===== src/hdl/aht_pkg.sv =====
// aht_pkg: shared constants, codes and types for the aging host table.
// Used by aht_store, aht_cmp and aging_host_table; depends on nothing.
`default_nettype none
package aht_pkg;

    // table geometry
    localparam int TABLE_ENTRIES = 16;
    localparam int IDX_W         = (TABLE_ENTRIES > 1) ? $clog2(TABLE_ENTRIES) : 1;
    localparam int MAX_RESULTS   = 16;
    localparam int CNT_W         = $clog2(MAX_RESULTS + 1);

    localparam logic [IDX_W-1:0] LAST_IDX    = IDX_W'(TABLE_ENTRIES - 1);
    localparam logic [CNT_W-1:0] MAX_RES_CNT = CNT_W'(MAX_RESULTS);

    // dead threshold register
    localparam logic [15:0] THR_RESET = 16'd4;

    // item kinds
    localparam logic KIND_SIGHT  = 1'b0;
    localparam logic KIND_REPORT = 1'b1;

    // result status codes
    localparam logic [1:0] ST_REFRESH = 2'd0;
    localparam logic [1:0] ST_INSERT  = 2'd1;
    localparam logic [1:0] ST_FULL    = 2'd2;
    localparam logic [1:0] ST_REPORT  = 2'd3;

    // read response from the table store
    typedef struct packed {
        logic        used;
        logic [31:0] address;
        logic [31:0] seen;
    } t_rd;

    // write request into the table store
    typedef struct packed {
        logic             en;
        logic [IDX_W-1:0] idx;
        logic [31:0]      address;
        logic [31:0]      seen;
    } t_wr;

    // compare unit flags
    typedef struct packed {
        logic match;
        logic stale;
    } t_cmp;

endpackage
`default_nettype wire


===== src/hdl/aht_store.sv =====
// aht_store: address and last-seen memories plus per-entry used bits.
// One read port with registered data, one write port; uses aht_pkg.
`default_nettype none
module aht_store
    import aht_pkg::*;
(
    input  wire logic             i_clk,
    input  wire logic             i_rst_n,
    input  wire logic             i_rd_en,
    input  wire logic [IDX_W-1:0] i_rd_idx,
    input  wire t_wr              i_wr,
    output t_rd                   o_rd
);

    logic [31:0]              r_mem_addr [TABLE_ENTRIES];
    logic [31:0]              r_mem_time [TABLE_ENTRIES];
    logic [TABLE_ENTRIES-1:0] r_used;
    logic [31:0]              r_rd_addr;
    logic [31:0]              r_rd_seen;
    logic                     r_rd_used;

    // memory write and registered read
    always_ff @(posedge i_clk) begin
        if (i_wr.en) begin
            r_mem_addr[i_wr.idx] <= i_wr.address;
            r_mem_time[i_wr.idx] <= i_wr.seen;
        end
        if (i_rd_en) begin
            r_rd_addr <= r_mem_addr[i_rd_idx];
            r_rd_seen <= r_mem_time[i_rd_idx];
        end
    end

    // used bits, cleared on reset
    always_ff @(posedge i_clk) begin
        if (!i_rst_n) begin
            r_used    <= '0;
            r_rd_used <= 1'b0;
        end else begin
            if (i_wr.en) begin
                r_used[i_wr.idx] <= 1'b1;
            end
            if (i_rd_en) begin
                r_rd_used <= r_used[i_rd_idx];
            end
        end
    end

    // read response
    always_comb begin
        o_rd.used    = r_rd_used;
        o_rd.address = r_rd_addr;
        o_rd.seen    = r_rd_seen;
    end

endmodule
`default_nettype wire


===== src/hdl/aht_cmp.sv =====
// aht_cmp: shared compare unit, one table entry per cycle.
// Wrapping age subtract against the dead threshold and address match; uses aht_pkg.
`default_nettype none
module aht_cmp
    import aht_pkg::*;
(
    input  wire logic [31:0] i_key,
    input  wire logic [31:0] i_now,
    input  wire logic [15:0] i_thr,
    input  wire t_rd         i_rd,
    output t_cmp             o_cmp
);

    logic [31:0] age;

    // age modulo 2^32, stale when above the threshold
    always_comb begin
        age         = i_now - i_rd.seen;
        o_cmp.stale = age > {16'd0, i_thr};
        o_cmp.match = i_rd.address == i_key;
    end

endmodule
`default_nettype wire


===== src/hdl/aging_host_table.sv =====
// aging_host_table: top level, sequencer, threshold register and result register.
// Instantiates aht_store and aht_cmp; uses aht_pkg.
//
// A sighting or report item is taken when start is high and busy is low; the
// sequencer then walks the table one entry per cycle through the shared compare
// unit, evaluating each entry in the cycle after the memory read port reads it.
// A sighting that hits a slot ends the walk there; a miss, an insert, a full
// table and every report walk all TABLE_ENTRIES entries. Each result appears on the
// o_ ports for one cycle with o_strobe high, in the cycle after it is settled, and
// cannot be held off: report entries stream out during the walk, the final one
// (o_last high) after busy drops. A sighting's table write lands at its last busy
// cycle. The dead threshold may be written only while busy is low and no result
// is pending; it resets to 4. No clearing pass is needed after reset.
`default_nettype none
module aging_host_table
    import aht_pkg::*;
(
    input  wire logic        i_clk,
    input  wire logic        i_rst_n,
    input  wire logic        start,
    output logic             busy,
    input  wire logic        i_kind,
    input  wire logic [31:0] i_host_address,
    input  wire logic [31:0] i_now_seconds,
    input  wire logic        i_cfg_we,
    input  wire logic [15:0] i_cfg_wdata,
    output logic             o_strobe,
    output logic [1:0]       o_status,
    output logic [3:0]       o_slot,
    output logic             o_entry_valid,
    output logic [31:0]      o_reported_address,
    output logic             o_last
);

    localparam logic [1:0] S_IDLE = 2'd0;
    localparam logic [1:0] S_SCAN = 2'd1;
    localparam logic [1:0] S_DONE = 2'd2;

    logic [1:0]       r_state,     n_state;
    logic             r_kind,      n_kind;
    logic [31:0]      r_key,       n_key;
    logic [31:0]      r_now,       n_now;
    logic [15:0]      r_thr;
    logic [IDX_W-1:0] r_issue_idx, n_issue_idx;
    logic             r_issue_done, n_issue_done;
    logic             r_eval_vld,  n_eval_vld;
    logic [IDX_W-1:0] r_eval_idx,  n_eval_idx;
    logic             r_found,     n_found;
    logic [IDX_W-1:0] r_free_idx,  n_free_idx;
    logic             r_match,     n_match;
    logic [IDX_W-1:0] r_match_idx, n_match_idx;
    logic             r_pend,      n_pend;
    logic [IDX_W-1:0] r_pend_idx,  n_pend_idx;
    logic [31:0]      r_pend_addr, n_pend_addr;
    logic [CNT_W-1:0] r_cnt,       n_cnt;

    logic             r_out_stb;
    logic [1:0]       r_out_status;
    logic [3:0]       r_out_slot;
    logic             r_out_valid;
    logic [31:0]      r_out_addr;
    logic             r_out_last;

    logic             emit;
    logic [1:0]       e_status;
    logic [3:0]       e_slot;
    logic             e_valid;
    logic [31:0]      e_addr;
    logic             e_last;

    logic             rd_en;
    t_wr              wr;
    t_rd              rd;
    t_cmp             cmp;

    aht_store u_store (
        .i_clk    (i_clk),
        .i_rst_n  (i_rst_n),
        .i_rd_en  (rd_en),
        .i_rd_idx (r_issue_idx),
        .i_wr     (wr),
        .o_rd     (rd)
    );

    aht_cmp u_cmp (
        .i_key (r_key),
        .i_now (r_now),
        .i_thr (r_thr),
        .i_rd  (rd),
        .o_cmp (cmp)
    );

    // sequencer next state
    always_comb begin
        n_state      = r_state;
        n_kind       = r_kind;
        n_key        = r_key;
        n_now        = r_now;
        n_issue_idx  = r_issue_idx;
        n_issue_done = r_issue_done;
        n_eval_vld   = r_eval_vld;
        n_eval_idx   = r_eval_idx;
        n_found      = r_found;
        n_free_idx   = r_free_idx;
        n_match      = r_match;
        n_match_idx  = r_match_idx;
        n_pend       = r_pend;
        n_pend_idx   = r_pend_idx;
        n_pend_addr  = r_pend_addr;
        n_cnt        = r_cnt;
        rd_en        = 1'b0;
        wr.en        = 1'b0;
        wr.idx       = r_free_idx;
        wr.address   = r_key;
        wr.seen      = r_now;
        emit         = 1'b0;
        e_status     = ST_REPORT;
        e_slot       = 4'd0;
        e_valid      = 1'b0;
        e_addr       = 32'd0;
        e_last       = 1'b0;

        unique case (r_state)
            S_IDLE: begin
                if (start) begin
                    n_state      = S_SCAN;
                    n_kind       = i_kind;
                    n_key        = i_host_address;
                    n_now        = i_now_seconds;
                    n_issue_idx  = '0;
                    n_issue_done = 1'b0;
                    n_eval_vld   = 1'b0;
                    n_found      = 1'b0;
                    n_match      = 1'b0;
                    n_pend       = 1'b0;
                    n_cnt        = '0;
                end
            end
            S_SCAN: begin
                // read issue, one entry per cycle
                n_eval_vld = 1'b0;
                if (!r_issue_done) begin
                    rd_en      = 1'b1;
                    n_eval_vld = 1'b1;
                    n_eval_idx = r_issue_idx;
                    if (r_issue_idx == LAST_IDX) begin
                        n_issue_done = 1'b1;
                    end else begin
                        n_issue_idx = r_issue_idx + 1'b1;
                    end
                end
                // evaluate the entry read last cycle
                if (r_eval_vld) begin
                    if (r_kind == KIND_SIGHT) begin
                        if (rd.used && cmp.match) begin
                            n_match     = 1'b1;
                            n_match_idx = r_eval_idx;
                            n_state     = S_DONE;
                        end else begin
                            if (!r_found && (!rd.used || cmp.stale)) begin
                                n_found    = 1'b1;
                                n_free_idx = r_eval_idx;
                            end
                            if (r_eval_idx == LAST_IDX) begin
                                n_state = S_DONE;
                            end
                        end
                    end else begin
                        if (rd.used && !cmp.stale && (r_cnt < MAX_RES_CNT)) begin
                            // a later live entry: the held one is not last
                            if (r_pend) begin
                                emit     = 1'b1;
                                e_status = ST_REPORT;
                                e_slot   = 4'(r_pend_idx);
                                e_valid  = 1'b1;
                                e_addr   = r_pend_addr;
                                e_last   = 1'b0;
                            end
                            n_pend      = 1'b1;
                            n_pend_idx  = r_eval_idx;
                            n_pend_addr = rd.address;
                            n_cnt       = r_cnt + 1'b1;
                        end
                        if (r_eval_idx == LAST_IDX) begin
                            n_state = S_DONE;
                        end
                    end
                end
            end
            S_DONE: begin
                n_state = S_IDLE;
                emit    = 1'b1;
                e_last  = 1'b1;
                if (r_kind == KIND_SIGHT) begin
                    if (r_match) begin
                        wr.en    = 1'b1;
                        wr.idx   = r_match_idx;
                        e_status = ST_REFRESH;
                        e_slot   = 4'(r_match_idx);
                    end else if (r_found) begin
                        wr.en    = 1'b1;
                        wr.idx   = r_free_idx;
                        e_status = ST_INSERT;
                        e_slot   = 4'(r_free_idx);
                    end else begin
                        e_status = ST_FULL;
                    end
                end else if (r_pend) begin
                    e_status = ST_REPORT;
                    e_slot   = 4'(r_pend_idx);
                    e_valid  = 1'b1;
                    e_addr   = r_pend_addr;
                end
            end
            default: begin
                n_state = S_IDLE;
            end
        endcase
    end

    // control registers
    always_ff @(posedge i_clk) begin
        if (!i_rst_n) begin
            r_state      <= S_IDLE;
            r_thr        <= THR_RESET;
            r_issue_done <= 1'b0;
            r_eval_vld   <= 1'b0;
            r_found      <= 1'b0;
            r_match      <= 1'b0;
            r_pend       <= 1'b0;
            r_cnt        <= '0;
            r_out_stb    <= 1'b0;
        end else begin
            r_state      <= n_state;
            r_issue_done <= n_issue_done;
            r_eval_vld   <= n_eval_vld;
            r_found      <= n_found;
            r_match      <= n_match;
            r_pend       <= n_pend;
            r_cnt        <= n_cnt;
            r_out_stb    <= emit;
            if (i_cfg_we) begin
                r_thr <= i_cfg_wdata;
            end
        end
    end

    // payload registers
    always_ff @(posedge i_clk) begin
        r_kind      <= n_kind;
        r_key       <= n_key;
        r_now       <= n_now;
        r_issue_idx <= n_issue_idx;
        r_eval_idx  <= n_eval_idx;
        r_free_idx  <= n_free_idx;
        r_match_idx <= n_match_idx;
        r_pend_idx  <= n_pend_idx;
        r_pend_addr <= n_pend_addr;
        if (emit) begin
            r_out_status <= e_status;
            r_out_slot   <= e_slot;
            r_out_valid  <= e_valid;
            r_out_addr   <= e_addr;
            r_out_last   <= e_last;
        end
    end

    assign busy               = r_state != S_IDLE;
    assign o_strobe           = r_out_stb;
    assign o_status           = r_out_status;
    assign o_slot             = r_out_slot;
    assign o_entry_valid      = r_out_valid;
    assign o_reported_address = r_out_addr;
    assign o_last             = r_out_last;

    // an accepted item keeps the block busy next cycle
    a_start_busy: assert property (@(posedge i_clk) disable iff (!i_rst_n)
        (start && !busy) |=> busy)
        else $error("item accepted but block not busy");

    // a non-final result only streams out while the block is still busy
    a_mid_busy: assert property (@(posedge i_clk) disable iff (!i_rst_n)
        (o_strobe && !o_last) |-> busy)
        else $error("non-final result after the walk ended");

    // sighting results are always single and final
    a_sight_last: assert property (@(posedge i_clk) disable iff (!i_rst_n)
        (o_strobe && o_status != ST_REPORT) |-> o_last)
        else $error("sighting result without last");

    // an empty report is a lone final result
    a_empty_rep: assert property (@(posedge i_clk) disable iff (!i_rst_n)
        (o_strobe && o_status == ST_REPORT && !o_entry_valid) |-> (o_last && o_slot == 4'd0))
        else $error("empty report result malformed");

    // a full table touches no entry
    a_full_slot: assert property (@(posedge i_clk) disable iff (!i_rst_n)
        (o_strobe && o_status == ST_FULL) |-> (o_slot == 4'd0 && !$past(wr.en)))
        else $error("table full result with write or slot");

endmodule
`default_nettype wire

===== config.mk =====
export PLATFORM = sky130hd
export DESIGN_NAME = aging_host_table
export DESIGN_NICKNAME = d
export VERILOG_FILES = /design/src/hdl/aht_pkg.sv /design/src/hdl/aht_store.sv /design/src/hdl/aht_cmp.sv /design/src/hdl/aging_host_table.sv
export SDC_FILE = /design/constraint.sdc
export NUM_CORES = 1
export LEC_CHECK = 0
export ABC_AREA = 1
export BUFFER_PORTS_ARGS = -buffer_cell sky130_fd_sc_hd__buf_2
export CORE_ASPECT_RATIO = 1.1
export CORE_MARGIN = 2
export CORE_UTILIZATION = 40
export CTS_BUF_LIST = sky130_fd_sc_hd__clkbuf_2
export DETAILED_ROUTE_END_ITERATION = 16
export GPL_TIMING_DRIVEN = 0
export PLACE_DENSITY = 0.59
export SYNTH_ARGS = -nofsm -noshare
export SYNTH_HDL_FRONTEND = slang
export SYNTH_SLANG_ARGS = --single-unit

===== constraint.sdc =====
create_clock -name i_clk -period 8 [get_ports i_clk]
set_input_delay 1.2 -clock i_clk [delete_from_list [all_inputs] [get_ports i_clk]]
set_output_delay 1.2 -clock i_clk [all_outputs]
set_load 0.005 [all_outputs]

==> summary.txt, run 1 <==
Run status
  – Status: finished, final reports clean

Floorplanning
  – Die area: 0.133 mm2
  – Num ports: 127
  – Row cnt: 139
  – Starting density of the core: 0.401
  – Die height: 383 um
  – Die Wd: 348 um
  – Area of the core: 0.130 mm2

Critical path
  – Required @ worst endpoint: 9.25 ns
  – Worst setup EP type: flop
  – Register-to-Register Path Depth: 28
  – FF-to-FF End: r_pend_addr[22]
  – Max stage delay on crit path: 0.76 ns
  – Worst reg2reg setup slack: 1.80 ns
  – Most frequent CP cell: nand2_1
  – CP max stage cell: edfxtp_1
  – CP Data Arrival Time: 7.45 ns
  – CP Launch Type: flop
  – Crit Path Max Fanout: 17
  – Setup Crit Path Kind: flop to flop
  – Reg2Reg Launch Point: r_now[0]

Clocking
  – CTS clk-pin slew, worst paths: 0.10 ns
  – Worst-Skew Late Latency: 1.64 ns
  – Clock root buffer: clkbuf_2
  – TritonCTS clock tree: built
  – Post-cts sizing count: 0
  – Clock buffer depth: 4
  – Clock Sinks: 1291
  – CTS HTree Levels: 5
  – Post-CTS setup buffer count: 0
  – Inserted Clock Buffers: 334

Synth
  – Adder-cell area share of the yosys netlist: 0.0129
  – Syn Area/Cell: 12.9 um2
  – Mux cell area share after synthesis: 0.0205
  – Syn Inst Count: 4032
  – Xor-xnor portion of the synthesized cell area: 0.00554
  – Synth warn: 0
  – Post-synthesis register bit count: 1291
  – Netlist cell types: 44
  – Largest family of logic cells by synthesized area: simple AND/OR/NAND/NOR gates
  – Mapped Area: 0.0522 mm2
  – Register area share after synthesis: 0.734
  – Compound-Gate Fraction of Synth Area: 0.0821
  – Simple-gate share of the synthesized area: 0.110
  – Mapped Nets: 4170

Placed design
  – PortBufs: 125
  – Placed cells: 5895
  – Pre-CTS setup slack: 1.74 ns
  – Hpwl dp: 99.6 mm
  – Gpl congestion: 0.842

Pwr
  – Pleak: 21.5 nW
  – Pwr/cell area: 308 mW/mm2
  – Maximum VDD drop: 0.142 mV

STA
  – Worst-margin pin slew: 1.43 ns
  – Fin crit share: 0.775
  – Fin. max-slew vios: 0
  – Max-Slew Margin vs Limit: 0.0451
  – RSZ-0062 raised after global routing: false
  – Fmax: 161 MHz
  – Final setup violation count: 0
  – Hold WS: 0.218 ns
  – Worst setup margin: 1.80 ns
  – TNS Setup: 0 ns
  – Min Tclk post-route: 6.20 ns
  – Skew final: 0.141 ns
  – Final Hold Fails: 0

Job
  – Max Cap Violations: 0

GRT
  – Via count of the first global-routing pass: 34700
  – Initial antenna violation count: 9
  – First-pass GRT wire length: 215 mm
  – GRT Total Usage: 0.218
  – Congestion Overflow GR: 0
  – Largest net degree at the start of global routing: 39

Drt
  – Drt total wl: 146 mm
  – Iteration-0 DRC Markers: 3020
  – Average via count per standard cell: 5.28
  – Antenna viol nets, final: 0
  – DR pass1 iterations: 6
  – DRC viols: 0
  – Vias: 34500
  – WL/cell: 22.4 um

Finish
  – Layout cells sized above 1: 0.153
  – Post-Route Utilization: 0.458
  – Nets: 4766
  – Fill cells: 11800
  – Reg area: 0.0383 mm2
  – Area Growth Syn to Fin: 14.2%
  – Area of the multi-input gates: 0.0122 mm2
  – Final cell count without fillers: 6537

Worst hold path
  – Hold Path Class: primary input to flop
  – Worst hold endpoint: r_thr[15]
  – Hold Path Depth: 4
  – Hold_sp: i_cfg_we
## what timing repair did
item,4_1_cts,5_1_grt
setup endpoints to repair,0,0
hold buffers,89,0
endpoints found under the hold margin,83,0
## critical path, delay by kind of cell (launching register included)
kind	cells	cell delay, ns
buffers and inverters	9	1.65
XOR/XNOR	1	0.11
flip-flops	1	0.76
AND/OR/NAND/NOR	15	2.29
adder cells (fa/ha/maj)	3	1.01
## final cells by class
class	count	area share
clock buffer	462	0.0388
buffer	208	0.0139
timing repair buffer	260	0.0398
sequential	1291	0.643
clock inverter	80	0.00712
multi-input combinational	2259	0.204
tap	1692	0.0355
inverter	274	0.0173
antenna	11	0.000462
## stage by stage
| step | instance area (um2) | total power, mW |
|---|---|---|
| after floorplan | 52200 | 11.8 |
| after global placement | 54900 | 14.2 |
| final | 59600 | 18.4 |
| after CTS | 59600 | 18.5 |
| after global routing | 59600 | 19.4 |
| after detailed placement | 55900 | 14.2 |
## registers in the layout (all words and copies together), names as in the netlist, 32 cells and up
register / flops
u_store.r_mem_addr: 512
r_now: 32
u_store.r_rd_seen: 32
u_store.r_mem_time: 512
r_key: 32
u_store.r_rd_addr: 32
r_pend_addr: 32
o_reported_address: 32
## cell usage after synthesis (all sizes together)
library cell	instances	area [um2]
xnor2	9	78.8
nand2	480	1840
o22ai	3	18.8
o221ai	109	955
o32ai	151	1320
and3	3	18.8
a21oi	53	273
clkbuf	174	653
o211ai	23	173
mux2i	107	1070
fa	1	20.0
o21ai	294	1470
dfxtp	46	921
and2	2	12.5
nor3	9	55.1
o21bai	1	7.51
a21boi	1	7.51
edfxtp	1245	37400
inv	273	1020
nor2	751	2850
or2	3	18.8
ha	52	651
nand3	161	823
xor2	24	210
clkinv	1	3.75
a41oi	1	8.76
o21a	1	7.51
a211oi	2	15.0
nor4	3	18.8
nand4	12	81.3
buf	34	166
a22o	2	17.5
a31oi	1	6.26
## per-layer routing
layer  GRT usage  vias to the layer above  part of all wire
met5           0                        -           0.00016
met2       0.374                     1274              0.50
met4      0.0785                        4             0.027
li1            -                    16000                 -
met1       0.272                    17000              0.41
met3      0.0453                      219             0.067
## placed cells by master, fill, tap and decap left out, drive strengths merged, types with 24 or more instances in the layout
cell	netlist	layout
o221ai	109	109
o21ai	294	294
dfxtp	46	46
clkbuf	174	636
inv	273	279
o32ai	151	151
nor2	751	751
nand3	161	161
edfxtp	1245	1245
ha	52	52
buf	34	205
mux2i	107	107
clkinv	1	70
nand2	480	480
dlygate4sd3	0	89
a21oi	53	53
xor2	24	24
## cells by family after synthesis
kind of cell	Yosys count
muxes	107
and+or+nand+nor	1424
AOI/OAI and AO/OA	642
DFF	1291
xor gates and xnor gates	33
adders and majority gates	53
buffers and inverters	482
## worst max-delay path by stage
stage | from | end | slack [ns] | cells past startpoint
2_1_floorplan | r_now[0] | r_pend_addr[0] | 1.29 | 23
3_3_place_gp | r_now[0] | r_pend_addr[30] | -4.06 | 22
3_5_place_dp | r_now[0] | r_pend_addr[30] | 1.74 | 28
4_1_cts | r_now[0] | r_pend_addr[22] | 1.64 | 28
5_1_grt | r_now[0] | r_pend_addr[22] | 1.33 | 28
6_report | r_now[0] | r_pend_addr[22] | 1.80 | 28
## report_power, final
part	internal, mW	leakage (nW)	switching [mW]
combinational	1.70	7.60	4.14
clock	1.67	2.14	2.58
sequential	7.91	11.7	0.362
total	11.3	21.5	7.09
Power figures use the tool's default switching activity.
==> inputs of run 2 (changes only) <==
- ABC_AREA: 1 -> 0
- clock period: 8 -> 6.3 ns (I/O delays scaled with it)
==> run 2 against run 1 <==
Core utilization grew 1.9 points; global-route usage shrank 0.84 points; hold slack lost 0.016 ns; critical endpoint is now r_pend_addr[19]; largest power group unchanged; highest routed layer is now met4.
==> summary.txt, run 2 <==
GRT
  – First-pass GRT wire length: 191 mm (-11%)
  – Congestion Overflow GR: 0 (unchanged)
  – Met3 Use GR: 0.0478 (+0.00249)
  – Initial antenna violation count: 3 (-6)
  – Global Route met2 Usage: 0.361 (-0.0131)
  – Via count of the first global-routing pass: 28500 (-18%)
  – GRT Total Usage: 0.209 (-0.00842)
  – GR peak layer: met2
  – M1 GR Usage: 0.264 (-0.00795)
  – Largest net degree at the start of global routing: 44 (+13%)

STA
  – Max-Slew Margin vs Limit: 0.123 (+0.0781)
  – Worst-margin pin slew: 1.32 ns (-0.117 ns)
  – Fin. max-slew vios: 0 (unchanged)
  – Skew final: 0.196 ns (+0.0550 ns)
  – Final setup violation count: 0 (unchanged)
  – Final Hold Fails: 0 (unchanged)
  – Fin crit share: 0.949 (+0.174)
  – Fmax: 167 MHz (+3.7%)
  – RSZ-0062 raised after global routing: false
  – TNS Setup: 0 ns (unchanged)
  – Min Tclk post-route: 5.98 ns (-0.222 ns)
  – Worst setup margin: 0.319 ns (-1.48 ns)

Floorplanning
  – Num ports: 127 (unchanged)
  – Row cnt: 136 (-2.2%)
  – Die area: 0.129 mm2 (-3.5%)
  – Starting density of the core: 0.403 (+0.00195)
  – Area of the core: 0.125 mm2 (-4.0%)
  – Die Wd: 342 um (-1.8%)
  – Die height: 376 um (-1.8%)

Synth
  – Synth warn: 0 (unchanged)
  – Simple-gate share of the synthesized area: 0.0265 (-0.0831)
  – Syn Area/Cell: 21.4 um2 (+65%)
  – Mapped Area: 0.0503 mm2 (-3.5%)
  – Top cell type's share of synthesized area: 0.743 (+0.0262)
  – Fraction of registers with async set/reset: 0 (unchanged)
  – Ys flop type: edfxtp_1
  – Xor-xnor portion of the synthesized cell area: 0.00974 (+0.00420)
  – Syn Inst Count: 2351 (-42%)
  – Netlist cell types: 76 (+73%)
  – Synth area leader: edfxtp_1
  – Compound-Gate Fraction of Synth Area: 0.0262 (-0.0559)
  – Mux cell area share after synthesis: 0.151 (+0.130)
  – Top cells by count, synth: edfxtp_1 (1245), mux4_2 (325), inv_1 (63), clkbuf_1 (56), nor2_1 (53)
  – Post-synth EDFFs: 1245 (unchanged)
  – Adder-cell area share of the yosys netlist: 0.0133 (+0.000469)
  – Post-synthesis register bit count: 1291 (unchanged)
  – Mapped Nets: 2489 (-40%)
  – Register area share after synthesis: 0.761 (+0.0268)
  – Top-count cell post-synth: edfxtp_1
  – Largest family of logic cells by synthesized area: multiplexers
  – Ranking of synthesized cells by area: edfxtp_1 (74%), mux4_2 (15%), dfxtp_1 (1.8%)

Finish
  – Fill cells: 10600 (-11%)
  – Design area: 0.0596 mm2 (about the same)
  – Largest regs: u_store.r_mem_addr x512, u_store.r_mem_time x512
  – Commonest cells after routing, fill and taps aside: edfxtp_1 (1245), clkbuf_2 (477), mux4_2 (325), dlygate4sd3_1 (185), buf_2 (131)
  – Layout cells sized above 1: 0.329 (+0.175)
  – Reg area: 0.0383 mm2 (unchanged)
  – Post-Route Utilization: 0.477 (+0.0193)
  – Area Growth Syn to Fin: 18.4%
  – Nets: 3228 (-32%)
  – Area of the multi-input gates: 0.0116 mm2 (-4.9%)
  – Most common cell after layout, fill and taps aside: edfxtp_1

Placed design
  – Placed Area: 0.0547 mm2 (-2.2%)
  – Gpl congestion: 0.841 (about the same)
  – Hpwl dp: 85.7 mm (-14%)
  – Pre-CTS setup slack: -0.822 ns (-2.56 ns)
  – PortBufs: 125 (unchanged)

Pwr
  – Pwr Total: 18.1 mW (-1.4%)
  – Maximum VDD drop: 0.184 mV (+29%)
  – Pleak: 19.7 nW (-8.2%)
  – Pwr/cell area: 304 mW/mm2 (-1.4%)

Drt
  – Antenna viol nets, final: 0 (unchanged)
  – Iteration-0 DRC Markers: 2458 (-19%)
  – Drt total wl: 134 mm (-8.2%)
  – DRC viols: 0 (unchanged)
  – DR pass1 iterations: 7 (+1)
  – Average via count per standard cell: 5.42 (+2.8%)
  – Vias: 27100 (-21%)
  – WL/cell: 26.9 um (+20%)

Clocking
  – Clock buffer depth: 4 (unchanged)
  – Clock Sinks: 1291 (unchanged)
  – Clock root buffer: clkbuf_2
  – TritonCTS clock tree: built
  – Inserted Clock Buffers: 339 (+1.5%)
  – CTS clk-pin slew, worst paths: 0.10 ns (about the same)
  – Worst-Skew Late Latency: 1.71 ns (+0.07 ns)
  – CTS HTree Levels: 5 (unchanged)

Critical path
  – Worst setup EP type: flop
  – Required @ worst endpoint: 7.58 ns (-1.67 ns)
  – Setup Crit Path Kind: flop to flop
  – CP Launch Type: flop
  – Crit Path Max Fanout: 18 (+1)
  – CP Data Arrival Time: 7.26 ns (-0.19 ns)

Job
  – Max Cap Violations: 0 (unchanged)

Run status
  – Status: finished, final reports clean

Worst hold path
  – Hold Path Class: primary input to flop
run 2: cell count changes after synthesis, moves of 150 or more:
cell     delta
nor2_1    -685
o32ai_1   -150
mux4_2    +325
inv_1     -207
nand2_1   -417
o21ai_0   -265
run 2: layout make-up:
type                    instances  share of cell area
plain buffers                  95             0.00648
well taps                    1656              0.0347
clock buffers                 477              0.0400
multi-input cells             903               0.194
flip-flops and latches       1291               0.642
clock inverters               100             0.00747
diodes                         11            0.000462
repair buffers                397              0.0701
inverters                      63             0.00401
run 2: worst paths after layout:
kind                                            from         endpoint  slack (ns)  cells past startpoint
worst max-delay path                        r_now[0]  r_pend_addr[19]        0.32                     17
worst min-delay path                i_now_seconds[2]         r_now[2]        0.20                      2
worst max register to register              r_now[0]  r_pend_addr[19]        0.32                     17
worst min register to register  u_store.r_rd_addr[5]   r_pend_addr[5]        0.42                      0
run 2: routing by layer:
layer,vias up,part of all wire
li1,11400,-
met1,14200,0.40
met2,1172,0.52
met3,233,0.066
met4,0,0.021
met5,-,0
run 2: worst max-delay path, stage by stage, from the launching register on:
cell,delay [ns]
edfxtp_1,0.51
inv_1,0.13
ha_1,0.25
fa_1,0.41
nand2b_1,0.20
a21oi_2,0.21
nor2_1,0.10
xnor2_1,0.37
ha_1,0.35
a21o_1,0.17
a211o_1,0.30
o221ai_1,0.20
a21oi_1,0.16
or4b_1,0.55
or4_4,0.51
nor4b_4,0.32
buf_12,0.18
and3_2,0.62
run 2: where the power goes:
part	total, mW	internal, mW	switching [mW]
registers	9.85	9.64	0.207
clock network	5.47	2.11	3.36
logic	2.79	1.27	1.51
run 2: cell families after synthesis:
kind of cell | after synthesis
adder cells (fa/ha/maj) | 53
multiplexers | 353
flip-flops | 1291
AO/OA/AOI/OAI | 190
XOR/XNOR | 56
buffers and inverters | 158
AND/OR/NAND/NOR | 250
run 2: stage by stage:
stage	hold WS, ns	std cells
floorplan	0.424	2351
global placement	0.440	4132
detailed placement	0.449	4198
CTS	0.00134	4969
global route	-0.0223	4993
finish	0.202	4993
run 2: timing repair:
action,CTS,global route
setup endpoints to repair,113,100
pin swaps,3,1
endpoints found under the hold margin,120,0
gates cloned,1,0
hold buffers,185,0
setup buffers,8,13
resized for setup,4,0
